**src/design/cbw_pkg.sv**
```systemverilog
// Package: types, codes and defaults for the CBOR item walker.
package cbw_pkg;

    localparam int MAX_DEPTH_DEF = 16;

    typedef enum logic [2:0] {
        ERR_NONE     = 3'd0,
        ERR_EARLY    = 3'd1,
        ERR_ADDL     = 3'd2,
        ERR_INDEF    = 3'd3,
        ERR_OVERRUN  = 3'd4,
        ERR_SIMPLE   = 3'd5,
        ERR_DEEP     = 3'd6
    } err_t;

    localparam logic [2:0] MAJ_UINT  = 3'd0;
    localparam logic [2:0] MAJ_NEG   = 3'd1;
    localparam logic [2:0] MAJ_BYTES = 3'd2;
    localparam logic [2:0] MAJ_TEXT  = 3'd3;
    localparam logic [2:0] MAJ_ARRAY = 3'd4;
    localparam logic [2:0] MAJ_MAP   = 3'd5;
    localparam logic [2:0] MAJ_TAG   = 3'd6;
    localparam logic [2:0] MAJ_SIMPLE = 3'd7;

    localparam logic [4:0] AI_ONE_BYTE = 5'd24;
    localparam logic [4:0] AI_INDEF    = 5'd31;

    typedef struct packed {
        logic [7:0] data_byte;
        logic       byte_valid;
        logic       last_byte;
    } in_beat_t;

    typedef struct packed {
        logic        token_valid;
        logic [3:0]  value_type;
        logic [63:0] argument;
        logic [4:0]  nesting_depth;
        logic        item_done;
        logic [31:0] item_length;
        logic [2:0]  error_code;
    } out_beat_t;

endpackage

```
**src/design/cbw_ram.sv**
```systemverilog
// Generic single-port-write, single-port-read RAM with registered read.
module cbw_ram #(
    parameter int WIDTH = 8,
    parameter int DEPTH = 16
) (
    input  logic                     clk,
    input  logic                     wr_en,
    input  logic [$clog2(DEPTH)-1:0] wr_addr,
    input  logic [WIDTH-1:0]         wr_data,
    input  logic [$clog2(DEPTH)-1:0] rd_addr,
    output logic [WIDTH-1:0]         rd_data
);
    logic [WIDTH-1:0] mem [DEPTH];

    always_ff @(posedge clk)
    begin
        if (wr_en)
        begin
            mem[wr_addr] <= wr_data;
        end
        rd_data <= mem[rd_addr];
    end
endmodule

```
**src/design/cbor_item_walker.sv**
```systemverilog
// Top level: streaming CBOR header walker with a RAM-held container stack.
//
//   channel | direction | payload     | handshake
//   in      | input     | in_beat_t   | in_valid / in_stall
//   out     | output    | out_beat_t  | out_valid / out_stall
//
// Each input beat passes through an accept cycle, which reads the top stack entry from RAM,
// and a step cycle, which decodes and updates. Each container that closes adds a read of the
// next level (S_POP_RD), then a decision (S_POP); a cascade of pops repeats these two states.
// The stack entries are written before being read, guarded by level_reg,
// so no clearing pass follows reset. A beat held at the output keeps the walker in its
// step or pop state; in_stall is high whenever the walker is not idle.
module cbor_item_walker
    import cbw_pkg::*;
#(
    parameter int MAX_DEPTH = MAX_DEPTH_DEF
) (
    input  logic      clk,
    input  logic      rst_n,
    input  logic      in_valid,
    output logic      in_stall,
    input  in_beat_t  in_data,
    output logic      out_valid,
    input  logic      out_stall,
    output out_beat_t out_data
);
    localparam int AW = $clog2(MAX_DEPTH);
    localparam int LW = $clog2(MAX_DEPTH + 1);
    localparam int EW = 65;

    typedef enum logic [1:0] {S_IDLE, S_STEP, S_POP_RD, S_POP} state_t;

    state_t      state_reg;
    in_beat_t    beat_reg;
    logic [LW-1:0] level_reg;
    logic [63:0] accum_reg;
    logic [3:0]  argleft_reg;
    logic [2:0]  major_reg;
    logic [63:0] payload_reg;
    logic [31:0] count_reg;
    logic        discard_reg;
    logic        pend_last_reg;
    out_beat_t   pend_reg;
    logic        out_valid_reg;
    out_beat_t   out_reg;

    state_t      state_next;
    in_beat_t    beat_next;
    logic [LW-1:0] level_next;
    logic [63:0] accum_next;
    logic [3:0]  argleft_next;
    logic [2:0]  major_next;
    logic [63:0] payload_next;
    logic [31:0] count_next;
    logic        discard_next;
    logic        pend_last_next;
    out_beat_t   pend_next;
    logic        out_valid_next;
    out_beat_t   out_next;

    logic          wr_en;
    logic [AW-1:0] wr_addr;
    logic [EW-1:0] wr_data;
    logic [AW-1:0] rd_addr;
    logic [EW-1:0] rd_data;

    cbw_ram #(.WIDTH(EW), .DEPTH(MAX_DEPTH)) u_stack (
        .clk     (clk),
        .wr_en   (wr_en),
        .wr_addr (wr_addr),
        .wr_data (wr_data),
        .rd_addr (rd_addr),
        .rd_data (rd_data)
    );

    logic [LW-1:0] level_m1;
    assign level_m1 = level_reg - LW'(1);

    always_comb
    begin
        rd_addr = (level_reg == '0) ? '0 : level_m1[AW-1:0];
    end

    logic hold;
    assign hold      = out_valid_reg && out_stall;
    assign in_stall  = (state_reg != S_IDLE);
    assign out_valid = out_valid_reg;
    assign out_data  = out_reg;

    // step decode
    logic        s_err_any, s_finish, s_hdr, s_push, s_clear, s_noop;
    logic [2:0]  s_err;
    logic [2:0]  s_major;
    logic [63:0] s_arg;
    logic [3:0]  s_type;
    logic [63:0] s_accum_n, s_payload_n;
    logic [3:0]  s_argleft_n;
    logic [2:0]  s_major_n;
    logic [31:0] s_count_n;
    logic [EW-1:0] s_push_val;
    logic [4:0]  ai;
    logic [2:0]  bmaj;

    always_comb
    begin
        ai = beat_reg.data_byte[4:0];
        bmaj = beat_reg.data_byte[7:5];
        s_err = ERR_NONE;
        s_finish = 1'b0;
        s_hdr = 1'b0;
        s_push = 1'b0;
        s_clear = 1'b0;
        s_noop = 1'b0;
        s_major = major_reg;
        s_arg = '0;
        s_type = '0;
        s_accum_n = accum_reg;
        s_payload_n = payload_reg;
        s_argleft_n = argleft_reg;
        s_major_n = major_reg;
        s_count_n = count_reg;
        s_push_val = '0;
        if (!beat_reg.byte_valid)
        begin
            if (!beat_reg.last_byte)
            begin
                s_noop = 1'b1;
            end
            else if (discard_reg || count_reg == '0)
            begin
                s_clear = 1'b1;
            end
            else
            begin
                s_err = (payload_reg != '0) ? ERR_OVERRUN : ERR_EARLY;
            end
        end
        else if (discard_reg)
        begin
            s_noop = !beat_reg.last_byte;
            s_clear = beat_reg.last_byte;
        end
        else
        begin
            if (count_reg != '1)
            begin
                s_count_n = count_reg + 32'd1;
            end
            if (payload_reg != '0)
            begin
                s_payload_n = payload_reg - 64'd1;
                if (s_payload_n == '0)
                begin
                    s_finish = 1'b1;
                end
                else if (beat_reg.last_byte)
                begin
                    s_err = ERR_OVERRUN;
                end
            end
            else if (argleft_reg != '0)
            begin
                s_accum_n = {accum_reg[55:0], beat_reg.data_byte};
                s_argleft_n = argleft_reg - 4'd1;
                if (s_argleft_n == '0)
                begin
                    s_hdr = 1'b1;
                    s_arg = s_accum_n;
                end
                else if (beat_reg.last_byte)
                begin
                    s_err = ERR_EARLY;
                end
            end
            else
            begin
                s_major = bmaj;
                s_major_n = bmaj;
                if (ai >= 5'd28 && ai <= 5'd30)
                begin
                    s_err = ERR_ADDL;
                end
                else if (bmaj == MAJ_SIMPLE)
                begin
                    if (ai >= 5'd20 && ai <= 5'd23)
                    begin
                        s_hdr = 1'b1;
                        s_arg = 64'(ai);
                    end
                    else
                    begin
                        s_err = ERR_SIMPLE;
                    end
                end
                else if (ai == AI_INDEF)
                begin
                    s_err = (bmaj >= MAJ_BYTES && bmaj <= MAJ_MAP) ? ERR_INDEF : ERR_ADDL;
                end
                else if (ai < AI_ONE_BYTE)
                begin
                    s_hdr = 1'b1;
                    s_arg = 64'(ai);
                end
                else
                begin
                    s_argleft_n = 4'd1 << (ai[1:0]);
                    s_accum_n = '0;
                    if (beat_reg.last_byte)
                    begin
                        s_err = ERR_EARLY;
                    end
                end
            end
            if (s_hdr)
            begin
                s_type = {1'b0, s_major};
                unique case (s_major)
                    MAJ_UINT, MAJ_NEG:
                    begin
                        s_finish = 1'b1;
                    end
                    MAJ_BYTES, MAJ_TEXT:
                    begin
                        if (s_arg == '0)
                        begin
                            s_finish = 1'b1;
                        end
                        else if (beat_reg.last_byte)
                        begin
                            s_err = ERR_OVERRUN;
                        end
                        else
                        begin
                            s_payload_n = s_arg;
                        end
                    end
                    MAJ_ARRAY, MAJ_MAP, MAJ_TAG:
                    begin
                        if (s_major != MAJ_TAG && s_arg == '0)
                        begin
                            s_finish = 1'b1;
                        end
                        else if (level_reg >= LW'(MAX_DEPTH))
                        begin
                            s_err = ERR_DEEP;
                        end
                        else
                        begin
                            s_push = 1'b1;
                            if (s_major == MAJ_ARRAY)
                            begin
                                s_push_val = {1'b0, s_arg};
                            end
                            else if (s_major == MAJ_MAP)
                            begin
                                s_push_val = {s_arg, 1'b0};
                            end
                            else
                            begin
                                s_push_val = 65'd1;
                            end
                        end
                    end
                    default:
                    begin
                        s_type = 4'd7 + {2'b00, s_arg[1:0] - 2'd0};
                        s_finish = 1'b1;
                    end
                endcase
            end
        end
        s_err_any = (s_err != ERR_NONE);
    end

    // pop decision against the top entry
    logic [EW-1:0] top_dec;
    assign top_dec = rd_data - EW'(1);

    out_beat_t tok_beat;
    always_comb
    begin
        tok_beat = '0;
        tok_beat.token_valid = 1'b1;
        tok_beat.value_type = s_type;
        tok_beat.argument = s_arg;
        tok_beat.nesting_depth = 5'(level_reg);
    end

    always_comb
    begin
        wr_en = 1'b0;
        wr_addr = level_reg[AW-1:0];
        wr_data = s_push_val;
        if (state_reg == S_STEP && !hold && !s_err_any && s_push)
        begin
            wr_en = 1'b1;
        end
        else if ((state_reg == S_STEP && !hold && !s_err_any && s_finish &&
                  level_reg != '0) ||
                 (state_reg == S_POP && !hold && level_reg != '0))
        begin
            wr_en = (top_dec != '0);
            wr_addr = level_m1[AW-1:0];
            wr_data = top_dec;
        end
    end

    always_comb
    begin
        state_next = state_reg;
        beat_next = beat_reg;
        level_next = level_reg;
        accum_next = accum_reg;
        argleft_next = argleft_reg;
        major_next = major_reg;
        payload_next = payload_reg;
        count_next = count_reg;
        discard_next = discard_reg;
        pend_last_next = pend_last_reg;
        pend_next = pend_reg;
        out_valid_next = hold;
        out_next = out_reg;
        unique case (state_reg)
            S_IDLE:
            begin
                if (in_valid && !in_stall)
                begin
                    beat_next = in_data;
                    state_next = S_STEP;
                end
            end
            S_STEP:
            begin
                if (!hold)
                begin
                    state_next = S_IDLE;
                    if (s_clear)
                    begin
                        level_next = '0;
                        accum_next = '0;
                        argleft_next = '0;
                        major_next = '0;
                        payload_next = '0;
                        count_next = '0;
                        discard_next = 1'b0;
                    end
                    else if (s_noop)
                    begin
                    end
                    else if (s_err_any)
                    begin
                        level_next = '0;
                        accum_next = '0;
                        argleft_next = '0;
                        major_next = '0;
                        payload_next = '0;
                        count_next = '0;
                        discard_next = !beat_reg.last_byte;
                        out_next = '0;
                        out_next.error_code = s_err;
                        out_valid_next = 1'b1;
                    end
                    else
                    begin
                        accum_next = s_accum_n;
                        argleft_next = s_argleft_n;
                        major_next = s_major_n;
                        payload_next = s_payload_n;
                        count_next = s_count_n;
                        pend_next = s_hdr ? tok_beat : '0;
                        if (s_push)
                        begin
                            level_next = level_reg + LW'(1);
                        end
                        if (s_finish && level_reg == '0)
                        begin
                            out_next = s_hdr ? tok_beat : '0;
                            out_next.item_done = 1'b1;
                            out_next.item_length = s_count_n;
                            count_next = '0;
                            out_valid_next = 1'b1;
                        end
                        else if (s_finish)
                        begin
                            if (top_dec != '0)
                            begin
                                if (beat_reg.last_byte)
                                begin
                                    level_next = '0;
                                    accum_next = '0;
                                    argleft_next = '0;
                                    major_next = '0;
                                    payload_next = '0;
                                    count_next = '0;
                                    out_next = '0;
                                    out_next.error_code = ERR_EARLY;
                                    out_valid_next = 1'b1;
                                end
                                else if (s_hdr)
                                begin
                                    out_next = tok_beat;
                                    out_valid_next = 1'b1;
                                end
                            end
                            else
                            begin
                                level_next = level_m1;
                                pend_last_next = beat_reg.last_byte;
                                state_next = S_POP_RD;
                            end
                        end
                        else if (beat_reg.last_byte)
                        begin
                            level_next = '0;
                            accum_next = '0;
                            argleft_next = '0;
                            major_next = '0;
                            payload_next = '0;
                            count_next = '0;
                            out_next = '0;
                            out_next.error_code = ERR_EARLY;
                            out_valid_next = 1'b1;
                        end
                        else if (s_hdr)
                        begin
                            out_next = tok_beat;
                            out_valid_next = 1'b1;
                        end
                    end
                end
            end
            S_POP_RD:
            begin
                // read of the new top is in flight
                state_next = S_POP;
            end
            S_POP:
            begin
                if (!hold)
                begin
                    state_next = S_IDLE;
                    if (level_reg == '0)
                    begin
                        out_next = pend_reg;
                        out_next.item_done = 1'b1;
                        out_next.item_length = count_reg;
                        count_next = '0;
                        out_valid_next = 1'b1;
                    end
                    else if (top_dec == '0)
                    begin
                        level_next = level_m1;
                        state_next = S_POP_RD;
                    end
                    else if (pend_last_reg)
                    begin
                        level_next = '0;
                        accum_next = '0;
                        argleft_next = '0;
                        major_next = '0;
                        payload_next = '0;
                        count_next = '0;
                        out_next = '0;
                        out_next.error_code = ERR_EARLY;
                        out_valid_next = 1'b1;
                    end
                    else if (pend_reg.token_valid)
                    begin
                        out_next = pend_reg;
                        out_valid_next = 1'b1;
                    end
                end
            end
            default:
            begin
                state_next = S_IDLE;
            end
        endcase
    end

    always_ff @(posedge clk or negedge rst_n)
    begin
        if (!rst_n)
        begin
            state_reg <= S_IDLE;
            beat_reg <= '0;
            level_reg <= '0;
            accum_reg <= '0;
            argleft_reg <= '0;
            major_reg <= '0;
            payload_reg <= '0;
            count_reg <= '0;
            discard_reg <= 1'b0;
            pend_last_reg <= 1'b0;
            pend_reg <= '0;
            out_valid_reg <= 1'b0;
            out_reg <= '0;
        end
        else
        begin
            state_reg <= state_next;
            beat_reg <= beat_next;
            level_reg <= level_next;
            accum_reg <= accum_next;
            argleft_reg <= argleft_next;
            major_reg <= major_next;
            payload_reg <= payload_next;
            count_reg <= count_next;
            discard_reg <= discard_next;
            pend_last_reg <= pend_last_next;
            pend_reg <= pend_next;
            out_valid_reg <= out_valid_next;
            out_reg <= out_next;
        end
    end

    a_level_bound: assert property (@(posedge clk) disable iff (!rst_n)
        level_reg <= LW'(MAX_DEPTH))
        else $error("stack level beyond depth");
    a_no_accept_busy: assert property (@(posedge clk) disable iff (!rst_n)
        (state_reg != S_IDLE) |-> in_stall)
        else $error("accept while busy");
    a_err_clean: assert property (@(posedge clk) disable iff (!rst_n)
        (out_valid && out_data.error_code != ERR_NONE) |->
        (!out_data.token_valid && !out_data.item_done))
        else $error("error beat carries data");
    a_done_len: assert property (@(posedge clk) disable iff (!rst_n)
        (out_valid && out_data.item_done) |-> (out_data.item_length != '0))
        else $error("zero item length");
endmodule
```
**config.mk**
```make
export PLATFORM = sky130hd
export DESIGN_NAME = cbor_item_walker
export DESIGN_NICKNAME = d
export VERILOG_FILES = /design/src/design/cbw_pkg.sv /design/src/design/cbw_ram.sv /design/src/design/cbor_item_walker.sv
export SDC_FILE = /design/constraint.sdc
export NUM_CORES = 2
export LEC_CHECK = 0
export BUFFER_PORTS_ARGS = -buffer_cell sky130_fd_sc_hd__buf_2
export CAP_MARGIN = 10
export CORE_MARGIN = 2
export CORE_UTILIZATION = 60
export CTS_CLUSTER_DIAMETER = 50
export DETAILED_ROUTE_END_ITERATION = 16
export GPL_ROUTABILITY_DRIVEN = 0
export HOLD_SLACK_MARGIN = 0.02
export PLACE_DENSITY = 0.8
export SLEW_MARGIN = 10
export SYNTH_ARGS = -nofsm -noshare
export SYNTH_HDL_FRONTEND = slang
export SYNTH_SLANG_ARGS = --single-unit
```
**constraint.sdc**
```tcl
create_clock -name clk -period 13.6 [get_ports clk]
set_input_delay 0.68 -clock clk [delete_from_list [all_inputs] [get_ports clk]]
set_output_delay 0.68 -clock clk [all_outputs]
set_load 0.01 [all_outputs]
```
Yosys cells after proc, flatten, opt, wreduce, memory -nomap -nowiden
Memories as Yosys holds them, arrays and structs flattened. A register that Yosys moved wholly into a read port is not among the register bits.
Cells that the tools add are included.
{"block": "totals", "register_bits": 407, "ramBits": 1040, "inputBits": 14, "wordCells": 368, "mem_count": 1}
{"block": "op_classes", "n_addsub": 7, "order_cmp": 8, "n_eq_ne": 28, "n_shift": 1, "mux": 242, "bitwise_logic": 6, "n_reduce_logical": 48}
{"name": "u_stack.mem", "words": 16, "width": 65, "read_ports": 1, "rd_ports_with_merged_regs": 1, "write_ports": 1, "line": "cbw_ram.sv:13", "rtl": "logic [WIDTH-1:0] mem [DEPTH];"}
{"operator": "two-way mux 64 bit", "count": 44}
{"operator": "two-way mux 110 bit", "count": 15}
{"operator": "two-way mux 65 bit", "count": 10}
{"operator": "two-way mux 32 bit", "count": 15}
{"operator": "case mux 64 bit (2 select lines)", "count": 2}
{"operator": "case mux 110 bit (2 select lines)", "count": 1}
{"operator": "logical NOT 64 bit", "count": 2}
{"operator": "two-way mux 3 bit", "count": 37}
{"operator": "two-way mux 4 bit", "count": 27}
{"operator": "two-way mux 5 bit", "count": 16}
{"operator": "logical NOT 65 bit", "count": 1}
{"operator": "nonzero test 65 bit", "count": 1}
{"operator": "subtractor 65 x 1 -> 65 bit, second input constant", "count": 1}
{"operator": "case mux 32 bit (2 select lines)", "count": 1}
{"operator": "nonzero test 64 bit", "count": 1}
{"operator": "subtractor 64 x 1 -> 64 bit, second input constant", "count": 1}
{"operator": "two-way mux 1 bit", "count": 56}
{"operator": "adder 32 x 1 -> 32 bit, second input constant", "count": 1}
{"operator": "logical NOT 32 bit", "count": 1}
{"operator": "!= test 32 bit, second input constant", "count": 1}
{"operator": "two-way mux 2 bit", "count": 11}
{"operator": "!= test 2 bit, second input constant", "count": 9}
{"operator": "AND reduction 8 bit", "count": 2}
{"operator": "greater-or-equal comparator 5 bit, second input constant", "count": 3}
{"operator": "45 further kinds", "count": 81}

Logic depth before layout (Yosys ltp)
{"block": "logic_depth", "depth_word": 26, "ltp_mapped": 24, "ltp_nobuf": 18}

Modules after synthesis
A second synthesis with hierarchy kept.
{"block": "hier_totals", "hier_cells": 4654, "hier_area_um2": 64370.5}
{"mod": "cbw_ram", "instances": 1, "cells_each": 1673, "area_per_inst_um2": 40243.6, "seq_area_each_um2": 32531.2}
{"mod": "cbor_item_walker", "instances": 1, "cells_each": 2981, "area_per_inst_um2": 24126.9, "seq_area_each_um2": 9083.7}

Worst setup path before layout
OpenSTA, ideal clock, no wires.
{"block": "synth_timing", "path_kind": "register to register", "start": "register payload_reg[28]", "end": "memory u_stack.mem[13][0] (netlist bit), enable pin", "arrival_ps": 8894, "required_time_ps": 13032, "slack_ps": 4138, "stages_incl_launch_ff": 20, "path_buffers": 2, "cell_sequence": "dfrtp_1 buf_2 nor4_1 nand4_1 nor3_2 and2_1 buf_2 nand2_1 nor2_1 nand2_1 ha_1 inv_1 a221oi_1 o311a_1 a21o_1 a22oi_1 a211oi_2 and2_1 xnor2_1 nor3_1"}
{"block": "synth_between", "elab_chain_len": 21}
{"element": "start, declared", "line": "cbor_item_walker.sv:39", "rtl": "logic [63:0] payload_reg;"}
{"element": "start signal, assigned", "line": "cbor_item_walker.sv:507", "rtl": "payload_reg <= payload_next;"}
{"element": "branches (longest 21 deep; another with subtractor 64 x 1 -> 64 bit)"}
{"element": "end, declared", "line": "cbw_ram.sv:13"}
Several ways; the timed one is not identified. The select of a mux whose other input is x is not followed.

Worst setup path after layout
{"block": "layout_timing", "start": "register payload_reg[3]", "end": "register out_reg, in the netlist out_data[50]"}
{"block": "layout_between", "elab_chain_len": 18}
{"element": "branches (longest 18 deep; another with subtractor 64 x 1 -> 64 bit)"}
{"element": "end signal, assigned", "line": "cbor_item_walker.sv:513", "rtl": "out_reg <= out_next;"}
{"element": "end, declared", "line": "cbor_item_walker.sv:45", "rtl": "out_beat_t out_reg;"}
Several ways; the timed one is not identified. The select of a mux whose other input is x is not followed.
A chain may end at the register's enable or synchronous reset.

==> results.ini <==
[cts]
clock_latency_ns=0.81
clockBufferDepth=3
cts_buffers=154
clk_pin_slew_ns=0.06
cts_root_buffer=clkbuf_16
cts_tree=built
postCtsSetupBuffers=0
htree_levels=4
cts_sinks=1468

[detailed_routing]
vias=48400
drtIter0Drc=8595
totalWireLength_mm=196
post_drt_wl_per_cell_um=29.4
final_antenna_net_count=0
firstDrtPassIters=10
drc=0
routed_via_density=7.23

[run]
cap_violations=0

[floorplan]
dieHeight_um=335
die_area_mm2=0.112
placementRows=121
fp.dieW_um=335
io-pin-count=126
start_util_pct=60.5
coreArea_mm2=0.109

[worst_setup_path]
reg2reg_from=payload_reg[3]$_DFFE_PN0P_
cp_data_arrival_time_ns=9.34
critPathLaunchType=register
required_ns=14.23
worstPathMaxFanout=66
timing_worst_setup_path_type=register to register
crit_start=payload_reg[3]$_DFFE_PN0P_
endpoint_kind=register
rrSetupSlack_ns=4.89

[sta]
rsz0062_at_grt=no
hold_violations=0
fin_crit_sh_pct=64.1
final.setup.tns_ns=0
slew_violations=0
fmax_mhz=115
skew_ns=0.0598
tightestPinTransition_ns=1.29
finalSetupViolCount=0
fin_crit_ns=8.71
slew_headroom_pct=13.7

[layout]
syn2layout_area_growth_pct=11.0
largest_reg_flops=1040
layout-drive-gt1-share_pct=15.6
final_cell_mix=1,040 x edfxtp_1, 488 x o21ai_0, 442 x nand2_1, 362 x dfrtp_1, 294 x or3_1
final_common_cell=edfxtp_1
fin_nets=5165
layoutNonFillerInstCount=6686

[grt]
track_usage_pct=34.9
grt_pass1_wl_mm=293
antenna_found_initial=5
grt_pass1_vias=46500
grt_max_degree=174
gr-total-overflow=0

[outcome]
status=complete, no violations

[logic_synthesis]
yosysWarnings=0
synth_ff_type=edfxtp_1
synthAdderAreaFrac_pct=0.209
synthMuxAreaShare_pct=7.45
synthSimpleGateAreaFrac_pct=12.8
ys_ff_latch=1468
syn_nets=5170
synth_top_family_by_area=simple AND/OR/NAND/NOR gates
synth-xor-area-share_pct=1.37
synth_compound_area_share_pct=11.9
ys_seq_area_share_pct=63.2
avgSynthCellArea_um2=12.8
async_flop_share_pct=24.7
postSynthCellCount=5145
synth_cell_types=95
syn-cell-area_mm2=0.0658
synth_edf_count=1040

[place]
io_buffers=125
placed_cells=6395
dp_hpwl_mm=115

[power_and_ir_drop]
p_per_area_mw_per_mm2=238
vdd.ir_drop.worst_v=0.000238
leakage_nw=24.6

[min_path]
hold_class=input pin to register
min_from=in_data[3]

## report_power, final
group	total [mW]	switching (mW)	internal (mW)
logic	7.26	4.74	2.52
registers	5.78	0.566	5.21
clock network	4.33	1.83	2.50
## final cells by class
class	count	area (µm²)
antenna	3	7.51
inverter	50	195
sequential	1468	41600
clock inverter	74	965
clock buffer	211	4300
multi-input combinational	3201	22500
tap	1414	1770
fill	7191	35700
timing repair buffer	265	1720
## layer usage
layer	routed length, µm	global-route usage (%)	up-vias
li1	-	-	19900
met1	68100	46.0	23600
met2	90100	53.3	4028
met3	25800	8.71	823
met4	12400	20.0	2
met5	15	0	-
## worst paths after layout
kind	to	cells past startpoint
max reg2reg	out_data[50]$_DFFE_PN0P_	18
min in group asynchronous	count_reg[13]$_DFFE_PN0P_	2
max	out_data[50]$_DFFE_PN0P_	18
max in group asynchronous	payload_reg[36]$_DFFE_PN0P_	4
min reg2reg	out_data[29]$_DFFE_PN0P_	2
min	ai[1]$_DFFE_PN0P_	2
## through the flow
stage                     setup WS, ns  instance area (µm²)  utilization (%)  hold WS, ns  power [mW]
after global placement            5.58                67800             62.3        0.460        12.5
after floorplan                   4.14                65800                -        0.384        10.6
final                             4.89                73100             67.2        0.111        17.4
after detailed placement          5.37                67800             62.3        0.464        12.6
after global routing              4.41                73100             67.2        0.103        18.0
after CTS                         5.28                73000             67.1       0.0757        17.1
## cell families (layout without fill, tap and decap cells)
logic type,count (synthesis),after routing
simple gates,1614,1614
flops,1468,1468
fa+ha+maj,11,11
other cells,0,3
compound gates,1229,1229
mux,244,244
buf+inv,476,600
xor+xnor,103,103
## synth_stat cells, types with 33 or more instances
library cell     n  share of area (%)
a21oi_1        111               0.84
a22o_1          84                1.1
a31oi_1         33               0.31
a32oi_1         47               0.63
buf_1           39               0.22
buf_2           51               0.39
clkbuf_1       311                1.8
dfrtp_1        363                 14
dfxtp_1         65                2.0
edfxtp_1      1040                 47
inv_1           49               0.28
mux4_2         195                6.7
nand2_1        444                2.5
nand3_1        139                1.1
nand4_1         63               0.60
nor2_1         237                1.4
nor3_1         124               0.94
nor4_1         104               0.99
o211ai_1       136                1.6
o21ai_0        494                3.8
o21ai_1         43               0.33
o31ai_1        101                1.2
or3_1          294                2.8
xnor2_1         60               0.80
xor2_1          43               0.57
## repair_timing
action | CTS | global route
resized for setup | 0 | 0
hold buffers | 1 | 0
hold endpoints to repair | 76 | 0
## critical path, cell delays in order, from the launching register on
cell	delay (ns)
dfrtp_1	0.48
nor4_4	0.77
nand4_1	0.99
nor3_2	0.90
and2_1	0.24
nand2_1	0.12
nor2_1	0.46
nand2_1	0.23
ha_1	0.25
inv_1	0.06
a221oi_1	0.07
o311a_1	0.21
a21o_1	0.21
a32oi_1	0.75
nor2_2	0.28
o311ai_4	0.93
buf_4	0.67
buf_4	0.63
o21ai_0	0.20
No activity file was read; power rests on OpenSTA's default activity.
